==> src/sv/positional_insert_erase_list_core_defines.svh <==
// Assertion macros for the positional insert/erase list core.
`ifndef POSITIONAL_INSERT_ERASE_LIST_CORE_DEFINES_SVH
`define POSITIONAL_INSERT_ERASE_LIST_CORE_DEFINES_SVH

`ifndef SYNTHESIS
// Check a property on every clock, masked while reset is asserted.
`define PIEL_ASSERT(lbl, prop) \
    lbl: assert property (@(posedge i_clk) disable iff (!i_rst_n) (prop)) \
        else $error("list core assertion failed");
// Check a property on every clock, reset included.
`define PIEL_ASSERT_ALWAYS(lbl, prop) \
    lbl: assert property (@(posedge i_clk) (prop)) \
        else $error("list core assertion failed");
`else
`define PIEL_ASSERT(lbl, prop)
`define PIEL_ASSERT_ALWAYS(lbl, prop)
`endif

`endif

==> src/sv/piel_pkg.sv <==
// Shared types and constants for the positional insert/erase list core.
package piel_pkg;

    localparam int FUNC_W    = 2;
    localparam int POS_W     = 6;
    localparam int DATA_W    = 32;
    localparam int CNT_OUT_W = 7;
    localparam int STAT_W    = 2;
    localparam int S_TDATA_W = 40;
    localparam int M_TDATA_W = 40;

    typedef enum logic [FUNC_W-1:0] {
        FN_APPEND = 2'd0,
        FN_INSERT = 2'd1,
        FN_ERASE  = 2'd2,
        FN_READ   = 2'd3
    } t_func;

    typedef enum logic [STAT_W-1:0] {
        ST_OK    = 2'd0,
        ST_RANGE = 2'd1,
        ST_FULL  = 2'd2
    } t_status;

    // Per-transfer commands broadcast to every cell; writes are qualified by transfer and status, the read by status.
    typedef struct packed {
        logic wr_append;
        logic wr_insert;
        logic wr_erase;
        logic rd_en;
    } t_cell_ctrl;

endpackage

==> src/sv/piel_cell.sv <==
// One list entry: holds a word and shifts it with its neighbors on insert/erase.
module piel_cell
    import piel_pkg::*;
#(
    parameter int INDEX = 0,
    parameter int WIDTH = 32,
    parameter int KW    = 7
) (
    input  logic             i_clk,
    input  t_cell_ctrl       i_ctrl,
    input  logic [KW-1:0]    i_pos,
    input  logic [KW-1:0]    i_cnt,
    input  logic [WIDTH-1:0] i_din,
    input  logic [WIDTH-1:0] i_left,
    input  logic [WIDTH-1:0] i_right,
    output logic [WIDTH-1:0] o_val,
    output logic [WIDTH-1:0] o_rd
);

    localparam logic [KW-1:0] IDX = KW'(INDEX);

    logic [WIDTH-1:0] r_val;
    logic [WIDTH-1:0] n_val;

    always_comb begin
        n_val = r_val;
        if (i_ctrl.wr_append && (IDX == i_cnt)) begin
            n_val = i_din;
        end
        if (i_ctrl.wr_insert) begin
            if (IDX == i_pos) begin
                n_val = i_din;
            end else if (IDX > i_pos) begin
                n_val = i_left;
            end
        end
        // pull the upper neighbor down from the erased slot onward
        if (i_ctrl.wr_erase && (IDX >= i_pos)) begin
            n_val = i_right;
        end
    end

    always_ff @(posedge i_clk) begin
        r_val <= n_val;
    end

    assign o_val = r_val;
    assign o_rd  = (i_ctrl.rd_en && (IDX == i_pos)) ? r_val : '0;

endmodule

==> config.mk <==
export PLATFORM = sky130hd
export DESIGN_NAME = piel_cell
export DESIGN_NICKNAME = d
export VERILOG_FILES = /design/src/sv/positional_insert_erase_list_core_defines.svh /design/src/sv/piel_pkg.sv /design/src/sv/piel_cell.sv
export SDC_FILE = /design/constraint.sdc
export NUM_CORES = 1
export LEC_CHECK = 0
export BUFFER_PORTS_ARGS = -buffer_cell sky130_fd_sc_hd__buf_2
export CORE_ASPECT_RATIO = 1.4
export CORE_MARGIN = 10
export CORE_UTILIZATION = 36
export CTS_CLUSTER_SIZE = 14
export DETAILED_ROUTE_END_ITERATION = 10
export PLACE_DENSITY = 0.91
export SLEW_MARGIN = 20
export SYNTH_ARGS = -nofsm -noshare
export SYNTH_HDL_FRONTEND = slang
export SYNTH_SLANG_ARGS = --single-unit
==> constraint.sdc <==
create_clock -name i_clk -period 1.4 [get_ports i_clk]
set_clock_uncertainty 0.2 [all_clocks]
set_input_delay 0.07 -clock i_clk [delete_from_list [all_inputs] [get_ports i_clk]]
set_output_delay 0.07 -clock i_clk [all_outputs]
set_load 0.01 [all_outputs]
==> run summary, run 1 <==
status: complete, but fails checks
failing checks: negative setup slack
final hold vios: 0
Post-Syn Area: 1820 um^2
DRC: 0
Yosys reg bits: 32
DRC violation total after the first TritonRoute iteration: 221
count of cell types in the netlist: 18
clock transition at the registers of the reported paths: 0.07 ns
chip width: 80.1 um
multi-input logic area: 1090 um^2
Die ar.: 8340 um^2
core area: 4880 um^2
via count: 2821
Syn Area/Cell: 7.88 um^2
Startpoint Class: primary input
Largest stage delay, worst path: 0.29 ns
H-tree levels: 2
Synthesized Nets: 346
register area: 641 um^2
critical path arrival: 1.15 ns
Placed Area: 2580 um^2
commonest cells after routing, fill and taps aside: buf_2, dlygate4sd3_1, nand3_1, nand2_1
Worst EP required: 1.13 ns
Slew @ Worst Pin: 0.335 ns
fraction of layout cells with a size suffix above 1: 44.9%
CTS max path bufs: 2
root buffer cell: clkbuf_8
crit-path cells: buf_6 > nor4_4 > and3_4 > buf_8 > and2_1 > buf_2
TritonCTS buffer count: 5
commonest non-fill, non-tap cell in the layout: buf_2
post-synthesis sequential area ratio: 35.2%
LEAKAGE: 1.76 nW
largest net degree at the start of global routing: 65
R2R depth: 2
Clock Latency Late Sink: 0.28 ns
Cells after Synth: 231
grt total ovfl: 0
Buf/Inv on CP: 3
port bufs: 146
max FFs per register: 32
die height: 104 um
Setup CP Type: primary input to output pin
vias per inst: 5.53
synthesis warning total: 0
drt total wl: 10100 um
Hold Path Cell Cnt: 5
DP HPWL: 5680 um
Tmin final: 1.42 ns
VDD IR max: 0.630 mV
first-pass GRT wire length: 14100 um
Final Worst Setup Slack: -0.0249 ns
CP delay by family, top: simple AND/OR/NAND/NOR gates
Final Net Count: 552
Pwr Density: 755 nW/um^2
Routed Antenna Nets: 0
Slew headroom: 77.4%
Tcrit/Tclk final: 102%
slowest stage cell, crit path: and3_4
Ports: 179
Max Slew Vio Count: 0
Achievable Freq: 702 MHz
GRT Overall Usage: 21.0%
Clock Sinks: 32
Crit. path cell count: 6
utilization after layout: 74.5%
Final Instance Area: 3630 um^2
final hold slack: 0.187 ns
DRT Pass-1 Iters: 5
initial antenna violation count: 9
CTS tree: built
Filler cells: 337
Layout area overhead: 99.8%
vias in the first global route: 2892
wire length per cell after detailed routing: 19.8 um
MaxCap Viol Count: 0
RSZ-0062 raised after global routing: yes
Critical Path Fanout Max: 9
site row count: 30
Final setup viols: 17
initial core utilization: 37.3%
Placer Congestion: 0.860
Hold Crit Class: primary input to flip-flop
Crit. End Element: output pin
[worst min-delay path, cell delays in order]
cell	delay, ns
buf_2	0.09
nand3_1	0.08
buf_4	0.21
nand4_1	0.10
nand3_1	0.06
[cell families after synthesis]
| logic type | count (synthesis) | synth area share (%) |
|---|---|---|
| buffers and inverters | 27 | 8.87 |
| DFF | 32 | 35.2 |
| and+or+nand+nor | 140 | 42.7 |
| AOI/OAI and AO/OA | 32 | 13.2 |
[synth_stat cells]
cell type  instances  area share (%)
and2_1            33              11
nand2_1           33             6.8
nand3_1           33             9.1
dfxtp_1           32              35
nand4_1           32              11
o211ai_1          32              13
buf_2             12             3.3
clkbuf_1           5             1.0
buf_6              4             2.5
and3_1             3             1.0
buf_4              3             1.2
clkbuf_2           3            0.83
nand2_2            1            0.34
nor3_1             1            0.27
nor4_1             1            0.34
nor4_4             1             1.2
nor4b_1            1            0.48
nor4b_2            1            0.83
[through the flow]
step	power, W	worst slack, ns	setup TNS (ns)	instances
floorplan	0.00150	0.137	0	231
global placement	0.00184	-0.0797	-2.90	426
detailed placement	0.00188	-0.135	-5.76	426
CTS	0.00269	-0.000517	-0.00102	498
global route	0.00287	-0.0598	-1.04	510
finish	0.00274	-0.0249	-0.158	510
[where the power goes]
part	leakage, nW	internal [W]	switching (W)	total (W)
Sequential	0.265	0.00111	0.000151	0.00126
Clock	0.0411	0.000338	0.000335	0.000673
Combinational	1.46	0.000438	0.000376	0.000814
[path summary, 6_finish.rpt]
kind | from | endpoint | slack [ns]
worst min-delay path | i_ctrl[2] | o_val[25] | 0.19
worst min register to register | o_val[13] | o_val[13] | 0.30
worst max register to register | o_val[26] | o_val[26] | 0.55
worst max-delay path | i_pos[2] | o_rd[29] | -0.02
[timing repair]
action	4_1_cts	5_1_grt
pin swaps	1	11
hold endpoints to repair	32	0
resized for setup	4	54
buffers inserted	1	1
cloned	0	2
hold buffers	64	0
endpoints found under the setup margin	32	32
[final cells by class]
type | instances | area share (%)
Antenna cell | 9 | 0.620
Clock buffer | 6 | 2.00
Timing Repair Buffer | 226 | 47.4
Clock inverter | 1 | 0.138
Tap cell | 64 | 2.20
Sequential cell | 32 | 17.6
Multi-Input combinational cell | 172 | 30.0
[metal layers]
layer | part of all wire [%] | vias to the layer above | track usage [%]
li1 | - | 1265 | -
met1 | 31 | 1259 | 18.7
met2 | 52 | 236 | 36.0
met3 | 9.8 | 61 | 6.83
met4 | 7.0 | 0 | 18.3
met5 | 0 | - | 0
No activity file was read; power rests on OpenSTA's default activity.
==> run 2: changes to the inputs <==
--- a/config.mk
+++ b/config.mk
@@ -6,7 +6,6 @@
 export NUM_CORES = 1
 export LEC_CHECK = 0
 export BUFFER_PORTS_ARGS = -buffer_cell sky130_fd_sc_hd__buf_2
-export CORE_ASPECT_RATIO = 1.4
 export CORE_MARGIN = 10
 export CORE_UTILIZATION = 36
 export CTS_CLUSTER_SIZE = 14
==> run 2 against run 1 <==
Against the previous run: the run still ends with negative setup slack left; utilization increased by 2.6 points; register-to-register slack got worse by 0.03 ns; clock power increased by 32%; wire length increased by 0.30%.
==> run summary, run 2 (synthesized netlist as in run 1, its figures left out) <==
Pwr Density: 796 nW/um^2
final hold vios: 0
MaxCap Viol Count: 0
Final Worst Setup Slack: -0.0549 ns
DP HPWL: 5480 um
setup_tns: -0.949 ns
Largest stage delay, worst path: 0.30 ns
VDD IR max: 0.596 mV
crit-path cells: buf_6 > nor4_4 > and3_4 > clkbuf_16 > and2_4 > buf_6
DRT Pass-1 Iters: 7
GRT Overall Usage: 21.1%
port bufs: 146
crit path from: i_pos[5]
Ports: 179
HP Start: i_ctrl[2]
Buf/Inv on CP: 3
Placer Congestion: 0.756
Final Net Count: 553
critical path arrival: 1.18 ns
die height: 91.1 um
chip width: 91.1 um
slowest stage cell, crit path: and3_4
CP delay by family, top: simple AND/OR/NAND/NOR gates
vias per inst: 5.52
most used cell, CP: buf_6
Finished Layout Cells: 511
Filler cells: 339
RSZ-0062 raised after global routing: yes
DRC: 0
register area: 641 um^2
DRC violation total after the first TritonRoute iteration: 255
initial core utilization: 37.8%
max FFs per register: 32
Max Slew Vio Count: 0
Critical Path Fanout Max: 8
placed cells: 429
clock transition at the registers of the reported paths: 0.08 ns
initial antenna violation count: 4
root buffer cell: clkbuf_8
multi-input logic area: 1090 um^2
Clock Sinks: 32
status: complete, but fails checks
Layout area overhead: 104%
failing checks: negative setup slack
via count: 2819
drt total wl: 10100 um
Hold Crit Class: primary input to flip-flop
grt total ovfl: 0
vias in the first global route: 2847
fraction of layout cells with a size suffix above 1: 46.2%
commonest non-fill, non-tap cell in the layout: buf_2
final hold slack: 0.207 ns
Slew @ Worst Pin: 0.406 ns
Routed Antenna Nets: 0
Worst EP required: 1.13 ns
Setup CP Type: primary input to output pin
Slew headroom: 72.5%
Tmin final: 1.45 ns
CTS max path bufs: 2
Achievable Freq: 687 MHz
utilization after layout: 77.1%
Clock Latency Late Sink: 0.28 ns
H-tree levels: 2
CTS tree: built
largest net degree at the start of global routing: 33
Startpoint Class: primary input
Final setup viols: 32
site row count: 25
first-pass GRT wire length: 14600 um
core area: 4820 um^2
wire length per cell after detailed routing: 19.8 um
commonest cells after routing, fill and taps aside: buf_2, dlygate4sd3_1, nand3_1, nand2_1
Crit. End Element: output pin
LEAKAGE: 1.79 nW
Tcrit/Tclk final: 104%
worst r2r src: o_val[3]
TritonCTS buffer count: 5
Die ar.: 8300 um^2
==> run 2: routing by layer <==
layer	track usage [%]	vias to the layer above	share of wire, %
li1	-	1266	-
met1	21.0	1278	35
met2	36.2	213	48
met3	8.56	62	11
met4	12.8	0	6.5
met5	0	-	0
==> run 2: per-stage QoR <==
step                cell area [um^2]  setup WS [ns]  total power, W
floorplan                       1820          0.137         0.00150
global placement                2610         -0.114         0.00185
detailed placement              2610         -0.136         0.00188
CTS                             3390       -0.00191         0.00289
global route                    3710         -0.112         0.00308
finish                          3710        -0.0549         0.00295
==> run 2: layout make-up <==
class	instances	share of cell area, %
Timing Repair Buffer	227	47.7
Multi-Input combinational cell	172	29.5
Sequential cell	32	17.3
Tap cell	67	2.26
Clock buffer	5	1.85
Clock inverter	3	1.15
Antenna cell	5	0.337
==> run 2: final timing paths <==
kind | to | slack [ns] | cells after the start
hold reg to reg | o_val[23] | 0.30 | 2
setup reg to reg | o_val[3] | 0.52 | 2
hold / removal | o_val[10] | 0.21 | 5
setup / recovery | o_rd[5] | -0.05 | 6
==> run 2: report_power, final <==
part | switching, W | internal [W]
sequential | 0.000150 | 0.00110
clock | 0.000361 | 0.000527
combinational | 0.000375 | 0.000437
==> run 2: worst min-delay path, cell delays in order <==
cell and delay [ns]:
buf_2 0.08, nand3_1 0.09, buf_4 0.23, nand4_1 0.10
nand3_1 0.06
==> run 2: timing repair <==
| item | CTS | global route |
|---|---|---|
| endpoints found under the setup margin | 32 | 32 |
| hold endpoints to repair | 32 | 0 |
| pin swaps | 1 | 17 |
| hold buffers | 64 | 0 |
| gates cloned | 0 | 3 |
| resized for setup | 3 | 63 |
| buffers inserted | 1 | 1 |
==> run 3: changes to the inputs <==
--- a/config.mk
+++ b/config.mk
@@ -5,12 +5,12 @@
 export SDC_FILE = /design/constraint.sdc
 export NUM_CORES = 1
 export LEC_CHECK = 0
-export BUFFER_PORTS_ARGS = -buffer_cell sky130_fd_sc_hd__buf_2
 export CORE_MARGIN = 10
-export CORE_UTILIZATION = 36
+export CORE_UTILIZATION = 50
 export CTS_CLUSTER_SIZE = 14
 export DETAILED_ROUTE_END_ITERATION = 10
-export PLACE_DENSITY = 0.91
+export DONT_BUFFER_PORTS = 1
+export PLACE_DENSITY = 0.76
 export SLEW_MARGIN = 20
 export SYNTH_ARGS = -nofsm -noshare
 export SYNTH_HDL_FRONTEND = slang
==> constraint.sdc (replaced) <==
create_clock -name i_clk -period 1.4 [get_ports i_clk]
set_clock_uncertainty 0.2 [all_clocks]
set_input_delay 0.21 -clock i_clk [delete_from_list [all_inputs] [get_ports i_clk]]
set_output_delay 0.21 -clock i_clk [all_outputs]
set_load 0.01 [all_outputs]
==> run 3 against run 2 <==
Against the previous run: the flow still finishes with violations (negative setup slack); worst hold slack got worse by 0.033 ns; clock power shrank 36%; non-clock buffer count shrank 145; combinational power decreased by 53%; largest power group unchanged; largest cell class is now multi-input gates; utilization grew 2.0 points.
==> run summary, run 3 (synthesized netlist as in run 1, its figures left out) <==
status: complete, but fails checks
failing checks: negative setup slack
Tcrit/Tclk final: 109%
met1 Use GR: 24.1%
Filler cells: 218
site row count: 21
Routed Antenna Nets: 0
Layout area overhead: 48.4%
clock transition at the registers of the reported paths: 0.11 ns
largest net degree at the start of global routing: 35
H-tree levels: 2
final hold vios: 0
fraction of layout cells with a size suffix above 1: 19.7%
commonest non-fill, non-tap cell in the layout: dlygate4sd3_1
chip width: 80.3 um
Final setup viols: 30
setup_tns: -3.48 ns
Crit. End Element: output pin
slowest stage cell, crit path: and3_4
Internal Pwr Total: 0.00159 W
Switching Share: 32.3%
Slew headroom: 74.1%
power share of the clock group: 24.1%
Setup CP Type: primary input to output pin
Pwr Density: 868 nW/um^2
vias per inst: 6.43
Final Worst Setup Slack: -0.128 ns
Die ar.: 6450 um^2
Hold Crit Class: primary input to flip-flop
initial core utilization: 53.3%
crit-path cells: nor4_4 > and3_4 > buf_12 > and2_4
placed cells: 266
vias in the first global route: 2201
max FFs per register: 32
RSZ-0062 raised after global routing: yes
Final Net Count: 408
Clock Latency Late Sink: 0.33 ns
DRC: 0
Buf/Inv on CP: 1
first-pass GRT wire length: 12200 um
VDD IR max: 0.464 mV
Worst EP required: 0.99 ns
MaxCap Viol Count: 0
critical path arrival: 1.12 ns
core area: 3420 um^2
CP delay by family, top: simple AND/OR/NAND/NOR gates
GRT Overall Usage: 23.9%
Largest stage delay, worst path: 0.30 ns
Max Slew Vio Count: 0
via count: 2206
initial antenna violation count: 3
LEAKAGE: 1.09 nW
global-route met3 utilization: 10.9%
DRT Pass-1 Iters: 5
Clock Sinks: 32
logic gate share of total power: 16.2%
TritonCTS buffer count: 5
Ports: 179
Achievable Freq: 655 MHz
Critical Path Fanout Max: 15
DP HPWL: 4820 um
port bufs: 0
Placer Congestion: 0.753
DRC violation total after the first TritonRoute iteration: 220
register share of total power: 59.7%
Design Power: 0.00234 W
Tmin final: 1.53 ns
root buffer cell: clkbuf_4
grt total ovfl: 0
CTS tree: built
wire length per cell after detailed routing: 23.7 um
CTS max path bufs: 2
commonest cells after routing, fill and taps aside: dlygate4sd3_1, nand3_1, nand2_1
net switching power: 0.000757 W
Startpoint Class: primary input
most used routing layer: met2
Resize count post-CTS: 0
die height: 80.3 um
drt total wl: 8140 um
Slew @ Worst Pin: 0.382 ns
GRT met2 Usage: 41.4%
Finished Layout Cells: 343
-- run 3: cell types whose count changed in the layout (fill, tap and decap cells not counted), moves of 2 or more --
cell       before  now
buf_2         117    0
buf_6          30    0
clkbuf_4        0    5
clkbuf_8        5    1
and2_1          6    3
and2_4         27   30
buf_4          10   13
clkbuf_1        0    2
clkbuf_16       2    0
diode_2         5    3
-- run 3: area by class of cell --
class / instances / area [um^2] / share of cell area (%)
repair buffers: 82 / 838 / 31.0
well taps: 46 / 57.6 / 2.13
flip-flops and latches: 32 / 641 / 23.7
clock buffers: 8 / 58.8 / 2.18
diodes: 3 / 7.51 / 0.278
multi-input cells: 172 / 1100 / 40.6
-- run 3: worst paths after layout --
kind | cells after the start | from | slack, ns | end
hold reg to reg | 2 | o_val[12] | 0.36 | o_val[12]
hold / removal | 4 | i_ctrl[2] | 0.17 | o_val[26]
setup reg to reg | 2 | o_val[16] | 0.42 | o_val[16]
setup / recovery | 4 | i_pos[2] | -0.13 | o_rd[16]
-- run 3: repair_timing --
| action | CTS | global route |
|---|---|---|
| setup endpoints to repair | 31 | 32 |
| hold buffers | 64 | 0 |
| pin swaps | 1 | 2 |
| buffers inserted | 0 | 2 |
| hold endpoints to repair | 32 | 0 |
-- run 3: worst reg2reg max path: stages (launching register included) --
cell,delay (ns)
dfxtp_1,0.44
nand4_1,0.16
nand3_1,0.12
-- run 3: per-layer routing --
| layer | wire length (um) | vias to the layer above |
|---|---|---|
| li1 | - | 977 |
| met3 | 1080 | 21 |
| met4 | 214 | 0 |
| met2 | 4190 | 197 |
| met5 | 0 | - |
| met1 | 2650 | 1011 |
-- run 3: power by group through the flow --
| stage | registers (W) | clock network [W] | logic [W] |
|---|---|---|---|
| CTS | 0.00138 | 0.000573 | 0.000357 |
| floorplan | 0.00134 | 0 | 0.000182 |
| global placement | 0.00140 | 0 | 0.000199 |
| detailed placement | 0.00140 | 0 | 0.000211 |
| global route | 0.00142 | 0.000605 | 0.000416 |
| finish | 0.00140 | 0.000565 | 0.000380 |
-- run 3: stage by stage --
step	instance area (um^2)	util (%)	setup slack, ns	hold WS, ns
2_1_floorplan	1930	-	-0.114	0.132
3_3_place_gp	1980	57.9	-0.118	0.134
3_5_place_dp	1980	57.9	-0.145	0.138
4_1_cts	2680	78.4	-0.136	0.160
5_1_grt	2700	79.0	-0.183	0.185
6_report	2700	79.0	-0.128	0.174
